`src/design/rrts_pkg.sv`:
```
// Package with the shared types and constants of the round-robin time-slice scheduler.
package rrts_pkg;

    localparam logic REQ_ENTER = 1'b0;
    localparam logic REQ_TICK  = 1'b1;

    localparam logic [7:0]  SLICE_RESET = 8'd2;
    localparam logic [7:0]  SLICE_MAX   = 8'hFF;
    localparam logic [15:0] RAN_MAX     = 16'hFFFF;

    typedef struct packed {
        logic        req_type;
        logic [7:0]  proc_id;
        logic [15:0] need_time;
    } item_t;

    typedef struct packed {
        logic [7:0] running_id;
        logic       running_valid;
        logic [7:0] finished_id;
        logic       finished_valid;
        logic       all_done;
        logic       enter_dropped;
    } result_t;

    typedef struct packed {
        logic [7:0]  id;
        logic [15:0] need;
        logic [15:0] ran;
    } proc_entry_t;

    typedef struct packed {
        logic        push;
        logic        pop;
        proc_entry_t push_entry;
    } queue_ctl_t;

    typedef struct packed {
        logic empty;
        logic one_left;
        logic full_idle;
        logic full_run;
    } queue_stat_t;

endpackage

```
`src/design/rrts_queue.sv`:
```
// Ready queue of the scheduler: entry memory, pointers, count and a prefetched head entry.
module rrts_queue #(
    parameter int QUEUE_DEPTH = 16
) (
    input  logic                 clk,
    input  logic                 rst_n,
    input  rrts_pkg::queue_ctl_t ctl,
    output rrts_pkg::queue_stat_t stat,
    output rrts_pkg::proc_entry_t head_entry
);

    localparam int PTR_W = (QUEUE_DEPTH > 1) ? $clog2(QUEUE_DEPTH) : 1;
    localparam int CNT_W = $clog2(QUEUE_DEPTH + 1);

    rrts_pkg::proc_entry_t mem [QUEUE_DEPTH];
    rrts_pkg::proc_entry_t head_data_reg;

    logic [PTR_W-1:0] head_reg;
    logic [PTR_W-1:0] head_next;
    logic [PTR_W-1:0] tail_reg;
    logic [PTR_W-1:0] tail_next;
    logic [CNT_W-1:0] count_reg;
    logic [CNT_W-1:0] count_next;

    function automatic logic [PTR_W-1:0] step_ptr(input logic [PTR_W-1:0] ptr);
        logic [PTR_W-1:0] result;
        if (ptr == PTR_W'(QUEUE_DEPTH - 1)) begin
            result = '0;
        end else begin
            result = ptr + 1'b1;
        end
        return result;
    endfunction

    always_comb
    begin
        head_next  = ctl.pop ? step_ptr(head_reg) : head_reg;
        tail_next  = ctl.push ? step_ptr(tail_reg) : tail_reg;
        count_next = count_reg;
        if (ctl.push && !ctl.pop) begin
            count_next = count_reg + 1'b1;
        end else if (ctl.pop && !ctl.push) begin
            count_next = count_reg - 1'b1;
        end
    end

    always_ff @(posedge clk or negedge rst_n)
    begin
        if (!rst_n) begin
            head_reg  <= '0;
            tail_reg  <= '0;
            count_reg <= '0;
        end else begin
            head_reg  <= head_next;
            tail_reg  <= tail_next;
            count_reg <= count_next;
        end
    end

    always_ff @(posedge clk)
    begin
        if (ctl.push) begin
            mem[tail_reg] <= ctl.push_entry;
        end
    end

    // The head entry is prefetched into a register from the next head slot; a write into that slot is forwarded.
    always_ff @(posedge clk)
    begin
        if (ctl.push && (tail_reg == head_next)) begin
            head_data_reg <= ctl.push_entry;
        end else begin
            head_data_reg <= mem[head_next];
        end
    end

    assign head_entry     = head_data_reg;
    assign stat.empty     = (count_reg == '0);
    assign stat.one_left  = (count_reg == CNT_W'(1));
    assign stat.full_idle = (count_reg >= CNT_W'(QUEUE_DEPTH));
    assign stat.full_run  = (count_reg >= CNT_W'(QUEUE_DEPTH - 1));

    a_no_overflow: assert property (@(posedge clk) disable iff (!rst_n)
        !(ctl.push && !ctl.pop && stat.full_idle))
        else $error("push into a full ready queue");

    a_no_underflow: assert property (@(posedge clk) disable iff (!rst_n)
        !(ctl.pop && stat.empty))
        else $error("pop from an empty ready queue");

    a_count_tracks: assert property (@(posedge clk) disable iff (!rst_n)
        (ctl.push && !ctl.pop) |=> !stat.empty)
        else $error("queue empty right after a push");

endmodule

```
`src/design/round_robin_time_slice_scheduler_core.sv`:
```
// Top level of the round-robin time-slice scheduler: input register, scheduling step, result register.
//
// The block accepts one transaction in every clock cycle (busy is always low). It raises done and
// presents the result at the edge after the accepting edge, for one cycle, and the receiver has
// no way to stall the result. An enter transaction appends a process to the ready queue unless
// it is full (the running process counts), when it is dropped; a tick transaction dispatches the
// queue head when no process runs and advances the running process, finishing or requeueing it.
// All the work for one transaction is done in the cycle between the input register and the result
// register, with the ready queue memory supplying a prefetched head entry. The time slice register
// is to be written through cfg_valid/cfg_ready while no transaction is in flight; the block does not enforce it.
module round_robin_time_slice_scheduler_core #(
    parameter int QUEUE_DEPTH = 16
) (
    input  logic              clk,
    input  logic              rst_n,
    input  logic              start,
    output logic              busy,
    input  rrts_pkg::item_t   item,
    output logic              done,
    output rrts_pkg::result_t result,
    input  logic              cfg_valid,
    output logic              cfg_ready,
    input  logic [7:0]        cfg_data
);

    rrts_pkg::item_t       item_reg;
    logic                  item_valid_reg;
    logic [7:0]            time_slice_reg;

    rrts_pkg::proc_entry_t cur_reg;
    rrts_pkg::proc_entry_t cur_next;
    logic [7:0]            slice_reg;
    logic [7:0]            slice_next;
    logic                  running_reg;
    logic                  running_next;

    rrts_pkg::result_t     result_reg;
    rrts_pkg::result_t     result_next;
    logic                  done_reg;

    rrts_pkg::queue_ctl_t  qctl;
    rrts_pkg::queue_stat_t qstat;
    rrts_pkg::proc_entry_t head_entry;

    rrts_pkg::proc_entry_t act;
    logic                  is_tick;
    logic                  dispatch;
    logic                  act_running;
    logic [7:0]            act_slice;
    logic [7:0]            slice_inc;
    logic [15:0]           ran_inc;
    logic [7:0]            limit;
    logic                  finish;
    logic                  requeue;
    logic                  dropped;
    logic                  enter_ok;
    logic [15:0]           need_fixed;
    logic                  queue_empty_after;

    assign busy      = 1'b0;
    assign cfg_ready = 1'b1;

    always_ff @(posedge clk or negedge rst_n)
    begin
        if (!rst_n) begin
            time_slice_reg <= rrts_pkg::SLICE_RESET;
        end else if (cfg_valid && cfg_ready) begin
            time_slice_reg <= cfg_data;
        end
    end

    always_ff @(posedge clk or negedge rst_n)
    begin
        if (!rst_n) begin
            item_valid_reg <= 1'b0;
        end else begin
            item_valid_reg <= start && !busy;
        end
    end

    always_ff @(posedge clk)
    begin
        if (start && !busy) begin
            item_reg <= item;
        end
    end

    always_comb
    begin
        is_tick     = item_valid_reg && (item_reg.req_type == rrts_pkg::REQ_TICK);
        dispatch    = is_tick && !running_reg && !qstat.empty;
        act_running = running_reg || dispatch;
        act         = dispatch ? head_entry : cur_reg;
        act_slice   = dispatch ? 8'd0 : slice_reg;
        limit       = (time_slice_reg == 8'd0) ? 8'd1 : time_slice_reg;
        ran_inc     = (act.ran == rrts_pkg::RAN_MAX) ? act.ran : act.ran + 16'd1;
        slice_inc   = (act_slice == rrts_pkg::SLICE_MAX) ? act_slice : act_slice + 8'd1;
        finish      = is_tick && act_running && (ran_inc >= act.need);
        requeue     = is_tick && act_running && !finish && (slice_inc >= limit);

        dropped     = item_valid_reg && (item_reg.req_type == rrts_pkg::REQ_ENTER)
                      && (running_reg ? qstat.full_run : qstat.full_idle);
        enter_ok    = item_valid_reg && (item_reg.req_type == rrts_pkg::REQ_ENTER) && !dropped;
        need_fixed  = (item_reg.need_time == 16'd0) ? 16'd1 : item_reg.need_time;

        qctl.pop  = dispatch;
        qctl.push = enter_ok || requeue;
        if (requeue) begin
            qctl.push_entry.id   = act.id;
            qctl.push_entry.need = act.need;
            qctl.push_entry.ran  = ran_inc;
        end else begin
            qctl.push_entry.id   = item_reg.proc_id;
            qctl.push_entry.need = need_fixed;
            qctl.push_entry.ran  = 16'd0;
        end

        cur_next     = cur_reg;
        slice_next   = slice_reg;
        running_next = running_reg;
        if (is_tick && act_running) begin
            cur_next.id   = act.id;
            cur_next.need = act.need;
            cur_next.ran  = ran_inc;
            slice_next    = (finish || requeue) ? 8'd0 : slice_inc;
            running_next  = !(finish || requeue);
        end

        queue_empty_after = (qstat.empty && !qctl.push)
                            || (qstat.one_left && qctl.pop && !qctl.push);

        result_next.running_id     = running_next ? cur_next.id : 8'd0;
        result_next.running_valid  = running_next;
        result_next.finished_id    = finish ? act.id : 8'd0;
        result_next.finished_valid = finish;
        result_next.all_done       = queue_empty_after && !running_next;
        result_next.enter_dropped  = dropped;
    end

    always_ff @(posedge clk or negedge rst_n)
    begin
        if (!rst_n) begin
            cur_reg     <= '0;
            slice_reg   <= '0;
            running_reg <= 1'b0;
            done_reg    <= 1'b0;
        end else begin
            cur_reg     <= cur_next;
            slice_reg   <= slice_next;
            running_reg <= running_next;
            done_reg    <= item_valid_reg;
        end
    end

    always_ff @(posedge clk)
    begin
        result_reg <= result_next;
    end

    assign done   = done_reg;
    assign result = result_reg;

    rrts_queue #(
        .QUEUE_DEPTH (QUEUE_DEPTH)
    ) u_queue (
        .clk        (clk),
        .rst_n      (rst_n),
        .ctl        (qctl),
        .stat       (qstat),
        .head_entry (head_entry)
    );

    a_state_only_on_item: assert property (@(posedge clk) disable iff (!rst_n)
        !item_valid_reg |=> (running_reg == $past(running_reg)))
        else $error("running state changed without a transaction");

    a_finish_on_tick: assert property (@(posedge clk) disable iff (!rst_n)
        (done && result.finished_valid)
        |-> $past(item_valid_reg && (item_reg.req_type == rrts_pkg::REQ_TICK)))
        else $error("finish reported for a transaction that was not a tick");

    a_done_excludes_running: assert property (@(posedge clk) disable iff (!rst_n)
        done |-> !(result.all_done && result.running_valid))
        else $error("all_done reported while a process runs");

endmodule

```
`config.mk`:
```
export PLATFORM = sky130hd
export DESIGN_NAME = round_robin_time_slice_scheduler_core
export DESIGN_NICKNAME = d
export VERILOG_FILES = /design/src/design/rrts_pkg.sv /design/src/design/rrts_queue.sv /design/src/design/round_robin_time_slice_scheduler_core.sv
export SDC_FILE = /design/constraint.sdc
export NUM_CORES = 1
export LEC_CHECK = 0
export BUFFER_PORTS_ARGS = -buffer_cell sky130_fd_sc_hd__buf_2
export CORE_UTILIZATION = 50
export CTS_CLUSTER_SIZE = 16
export DETAILED_ROUTE_END_ITERATION = 16
export PLACE_DENSITY = 0.75
export SETUP_SLACK_MARGIN = 0.2
export SKIP_CTS_REPAIR_TIMING = 1
export SLEW_MARGIN = 20
export SYNTH_ARGS = -nofsm -noshare
export SYNTH_HDL_FRONTEND = slang
export SYNTH_HIERARCHICAL = 1
export SYNTH_SLANG_ARGS = --single-unit
```
`constraint.sdc`:
```
create_clock -name clk -period 9.2 [get_ports clk]
set_input_delay 0.46 -clock clk [delete_from_list [all_inputs] [get_ports clk]]
set_output_delay 0.46 -clock clk [all_outputs]
set_load 0.005 [all_outputs]
```
Yosys cells after proc, flatten, opt, wreduce, memory -nomap -nowiden
Memories as Yosys holds them, arrays and structs flattened. A register that Yosys moved wholly into a read port is not among the register bits.
Index checks and enable logic that the tools add are counted.
{"block": "word_totals", "inputBits": 37, "output_inout_bits": 23, "mem_bits_rw": 640, "register_bits": 117, "memories": 1, "wordCells": 87}
{"block": "classes", "n_reduce_logical": 32, "mux": 18, "order_cmp": 4, "n_bitwise": 1, "n_addsub": 6, "eq_ne": 5}
{"memory": "u_queue.mem", "words": 16, "width": 40, "rd": 1, "rd_clocked_by_memory_dff": 1, "write_ports": 1, "line_no": "rrts_queue.sv:15", "text": "rrts_pkg::proc_entry_t mem [QUEUE_DEPTH];"}
{"cell": "2-to-1 mux 40 bit", "count": 3}
{"cell": "2-to-1 mux 16 bit", "count": 2}
{"cell": "2-to-1 mux 8 bit", "count": 4}
{"cell": "adder 16 x 1 -> 16 bit (second input constant)", "count": 1}
{"cell": "== test 16 bit (second input constant)", "count": 1}
{"cell": "greater-or-equal comparator 16 bit", "count": 1}
{"cell": "logical AND 1 bit", "count": 16}
{"cell": "logical NOT 16 bit", "count": 1}
{"cell": "2-to-1 mux 4 bit", "count": 3}
{"cell": "2-to-1 mux 5 bit", "count": 2}
{"cell": "adder 4 x 1 -> 4 bit (second input constant)", "count": 2}
{"cell": "adder 8 x 1 -> 8 bit (second input constant)", "count": 1}
{"cell": "== test 4 bit (second input constant)", "count": 2}
{"cell": "== test 8 bit (second input constant)", "count": 1}
{"cell": "greater-or-equal comparator 8 bit", "count": 1}
{"cell": "logical NOT 1 bit", "count": 8}
{"cell": "logical NOT 8 bit", "count": 1}
{"cell": "adder 5 x 1 -> 5 bit (second input constant)", "count": 1}
{"cell": "== test 5 x 1 -> 1 bit (second input constant)", "count": 1}
{"cell": "greater-or-equal comparator 5 x 4 -> 1 bit (second input constant)", "count": 1}
{"cell": "greater-or-equal comparator 5 bit (second input constant)", "count": 1}
{"cell": "logical NOT 5 bit", "count": 1}
{"cell": "subtractor 5 x 1 -> 5 bit (second input constant)", "count": 1}
{"cell": "logical OR 1 bit", "count": 4}
{"cell": "3 further kinds", "count": 6}

Depth between registers and ports, before layout
{"block": "logic_depth", "ltp_word": 16, "mapped_depth": 27, "depth_no_buf": 22}

By module
The synthesis kept the hierarchy.
{"mod": "rrts_queue", "seq_area_each_um2": 19623.8, "area_each_um2": 25156.6, "cells_per_inst": 1081, "n_inst": 1}
{"mod": "round_robin_time_slice_scheduler_core", "seq_area_each_um2": 2628.8, "area_each_um2": 5701.7, "cells_per_inst": 596, "n_inst": 1}

Worst setup path before layout
No wires, ideal clock.
{"block": "synth_path", "path_kind": "register -> register", "startpoint": "register (tool-made name)", "endpoint": "memory u_queue/mem[3][0] (netlist name) (enable)", "path_slack_ps": 1247, "path_stages_with_launch": 23, "period_less_slack_ps": 7953, "n_path_buf": 5, "arrival_ps": 7466, "required_ps": 8713, "setup_ps": 487, "cell_sequence": "dfxtp_1 -> buf_6 -> buf_2 -> mux4_2 -> a22oi_1 -> nand2_1 -> and4_1 -> clkbuf_1 -> and4_4 -> o221ai_2 -> nand2_4 -> xor2_2 -> ha_1 -> and3_1 -> a22o_1 -> o21ai_1 -> o211ai_1 -> or3_1 -> clkbuf_1 -> nand2_1 -> clkbuf_1 -> nand2_1 -> nor3_1"}
{"element": "end, declared", "line_no": "rrts_queue.sv:15"}

==> results.md <==
* Status: complete, no violations
* Synthesized cell area at 30900 µm²
* Pins over their slew limit at 0
* Hold path depth at 1
* Wirelength per Cell at 26.0 µm
* Routing usage on met1 at 31.1%
* Routability cong. at 0.897
* Iter 0 DRT Violations at 1607
* Worst Hold Class: in2reg
* DRC violations left at 0
* Crit Path Max Fanout at 72
* Max rail drop VDD at 0.196 mV
* Most frequent CP cell: nand2_1
* CP Capture Type: register
* Final instance area at 34900 µm²
* Worst-path cell chain: buf_12, mux4_2, a22oi_1, nand2_1, nand4_1, nor3_2, o221ai_2, nand2_1, a31oi_1, ha_1, and3_1, a22o_1, o21ai_1, o211ai_1, or3_1, nand2_1, nand2_1, nor2_4, buf_4
* #FFs+latches synth at 761
* Number of antenna diodes at 0
* Pin count of the biggest net entering global routing at 73
* Area leader, netlist: edfxtp_1
* Synth-to-layout area growth at 13.0%
* Via/cell ratio at 6.20
* Number of global-route vias before repair at 16.4k
* Ys async rst share at 9.46%
* Simple-gate share of the synthesized area at 5.00%
* Core ar. at 60700 µm²
* Max reg flops at 640
* Final setup fails at 0
* Pwr Density at 276 nW/µm²
* Main synth FF type: edfxtp_1
* R2R depth at 19
* Rel. slew slack at 25.4%
* Synth Area in Compound Gates at 4.70%
* Nets at 1866
* CP top delay family: simple AND/OR/NAND/NOR gates
* Worst path bufs/invs at 2
* CTS tree: yes
* DRT Pass-1 Iters at 5
* Die Ht at 250 µm
* Initial cell density of the core at 50.8%
* CTS clock-pin slew for the worst setup and hold paths at 0.06 ns
* Arr. time, crit path at 7.69 ns
* Adder-cell share of the synthesized area at 1.42%
* Syn_area_per_cell at 18.4 µm²
* GRT Resource Usage Total at 22.2%
* Root buffer cell: clkbuf_16
* Final Hold Violating Endpoints at 0
* Hold Path Sink: item_reg[20]$_DFFE_PP_
* Max Fclk at 0.135 GHz
* Slowest cell on crit path: dfxtp_4
* Setup CP Type: reg2reg
* Mux cell area share after synthesis at 14.0%
* Leak pwr at 11.5 nW
* Die X at 250 µm
* Row Count at 90
* Unrepaired setup endpoints after global routing: false
* Util after Layout at 57.4%
* Post-synth EDFFs at 665
* Mapped Cells at 1677
* Sequential share of the synthesized area at 72.1%
* Clk Latency, worst-skew pair at 0.62 ns
* Clock buffer depth at 3
* Fin crit period at 7.40 ns
* Top cells by area, synth: edfxtp_1 65%, mux4_2 7.3%, dfrtp_1 5.8%
* Final period utilization at 80.4%
* Startpoint types: register
* CTS H-Tree Depth at 3
* Met3 Usage GRT at 4.92%
* Layout Skew at 0.0237 ns
* Detail Placement HPWL at 40.1 mm
* Placed inst area at 32100 µm²
* Worst Tran Pin Value at 1.12 ns
* Port bufs at 57
* DR vias at 16.4k
* Share of the synthesized area in the top cell type at 64.7%
* FF-to-FF setup slack at 1.80 ns
* Die area at 62700 µm²
* Combinational family with the most area after synthesis: multiplexers
* Final wirelength at 68.7 mm
* Detail Route Antenna Nets at 0
* Min-delay src: item[20]
* Max cap viols at 0
* Xor/xnor share of the synthesized area at 0.446%
* IO Count at 60
* GR Overflow Total at 0
* First-pass GRT wire length at 102 mm
* M2 GR Usage at 34.4%
* CP max stage delay at 1.06 ns
* Clock Sinks at 761
* Synth cell count leaders: 665 x edfxtp_1, 163 x nand2_1, 100 x mux4_2
* Syn Nets at 1749
* Pwr Total at 9.63 mW
* Gr busiest metal: met2
* Reg2reg end: u_queue/mem[14][15]$_DFFE_PP_
* Share of layout cells above drive strength 1 at 20.4%
* Number of CTS-inserted buffers at 77
* Leading cell type by number of instances after synthesis: edfxtp_1
* Yosys cell types at 73
* CP required at 9.49 ns
* Synthesis Warnings at 6
* Fin Setup TNS at 0 ns
* Antenna violations before repair at 0
==> kinds of logic after synthesis <==
family / Yosys count
DFF: 761
and+or+nand+nor: 330
muxes: 205
AOI/OAI and AO/OA: 202
buffers and inverters: 128
adders and majority gates: 35
xor gates and xnor gates: 14
other: 2
==> how the worst max path moves through the flow <==
| stage | end | from | slack, ns | depth (start not counted) |
|---|---|---|---|---|
| after floorplan | u_queue/mem[3][0]$_DFFE_PP_ | register | 1.25 | 22 |
| after global placement | u_queue/mem[12][36]$_DFFE_PP_ | register | 2.07 | 19 |
| after detailed placement | u_queue/mem[8][21]$_DFFE_PP_ | register | 1.96 | 19 |
| after CTS | u_queue/mem[9][11]$_DFFE_PP_ | register | 1.88 | 19 |
| after global routing | u_queue/mem[14][3]$_DFFE_PP_ | register | 1.31 | 19 |
| final | u_queue/mem[14][15]$_DFFE_PP_ | register | 1.80 | 19 |
==> cells in the final DEF (no fill, tap or decap), drive strengths merged, types with 3 or more instances in the layout <==
master       Yosys  final
a221oi           5      5
nor4             7      7
nand2          164    164
and3             7      7
and4             4      4
dfrtp           71     71
ha              35     35
clkinv           0     19
bufinv           0      8
a22o             9      9
nor3b            4      4
o21a             4      4
dfxtp           24     24
a21o             6      6
and2            24     24
xor2             8      8
mux2i           17     17
mux2            28     28
o21ai           29     29
inv             45     50
a22oi           80     80
mux4           160    160
a21oi           27     27
buf             36     99
nor2            67     67
nand3           15     15
nor3            15     15
clkbuf          47    107
a211oi           6      6
xnor2            6      6
nand4           10     10
o31ai            3      3
dlygate4sd3      0     22
o32ai            3      3
nand2b           4      4
a31oi           10     10
a311oi           4      4
edfxtp         665    665
==> stage by stage <==
stage	instances	hold slack (ns)	setup WS, ns
floorplan	1677	0.164	1.25
global placement	2475	0.372	2.07
detailed placement	2475	0.374	1.96
CTS	2616	-0.294	1.88
global route	2638	0.00550	1.31
finish	2638	0.0317	1.80
==> layout make-up <==
class,count,area [µm²]
Clock buffer,107,2130
Multi-Input combinational cell,788,8040
Tap cell,782,978
Sequential cell,761,22300
Timing Repair Buffer,121,873
Fill cell,4338,25800
Inverter,45,171
Clock inverter,34,409
==> layer usage <==
metal	up-vias	wire, µm
li1	6980	-
met1	8501	28000
met2	734	32700
met3	142	6020
met4	0	1910
met5	-	0
==> power by group <==
part | switching (mW) | leakage, nW | total [mW] | internal (mW)
logic | 1.34 | 3.56 | 2.33 | 0.989
clock network | 1.28 | 1.24 | 3.14 | 1.85
registers | 0.225 | 6.70 | 4.16 | 3.94
(Power assumes the default switching activity.)
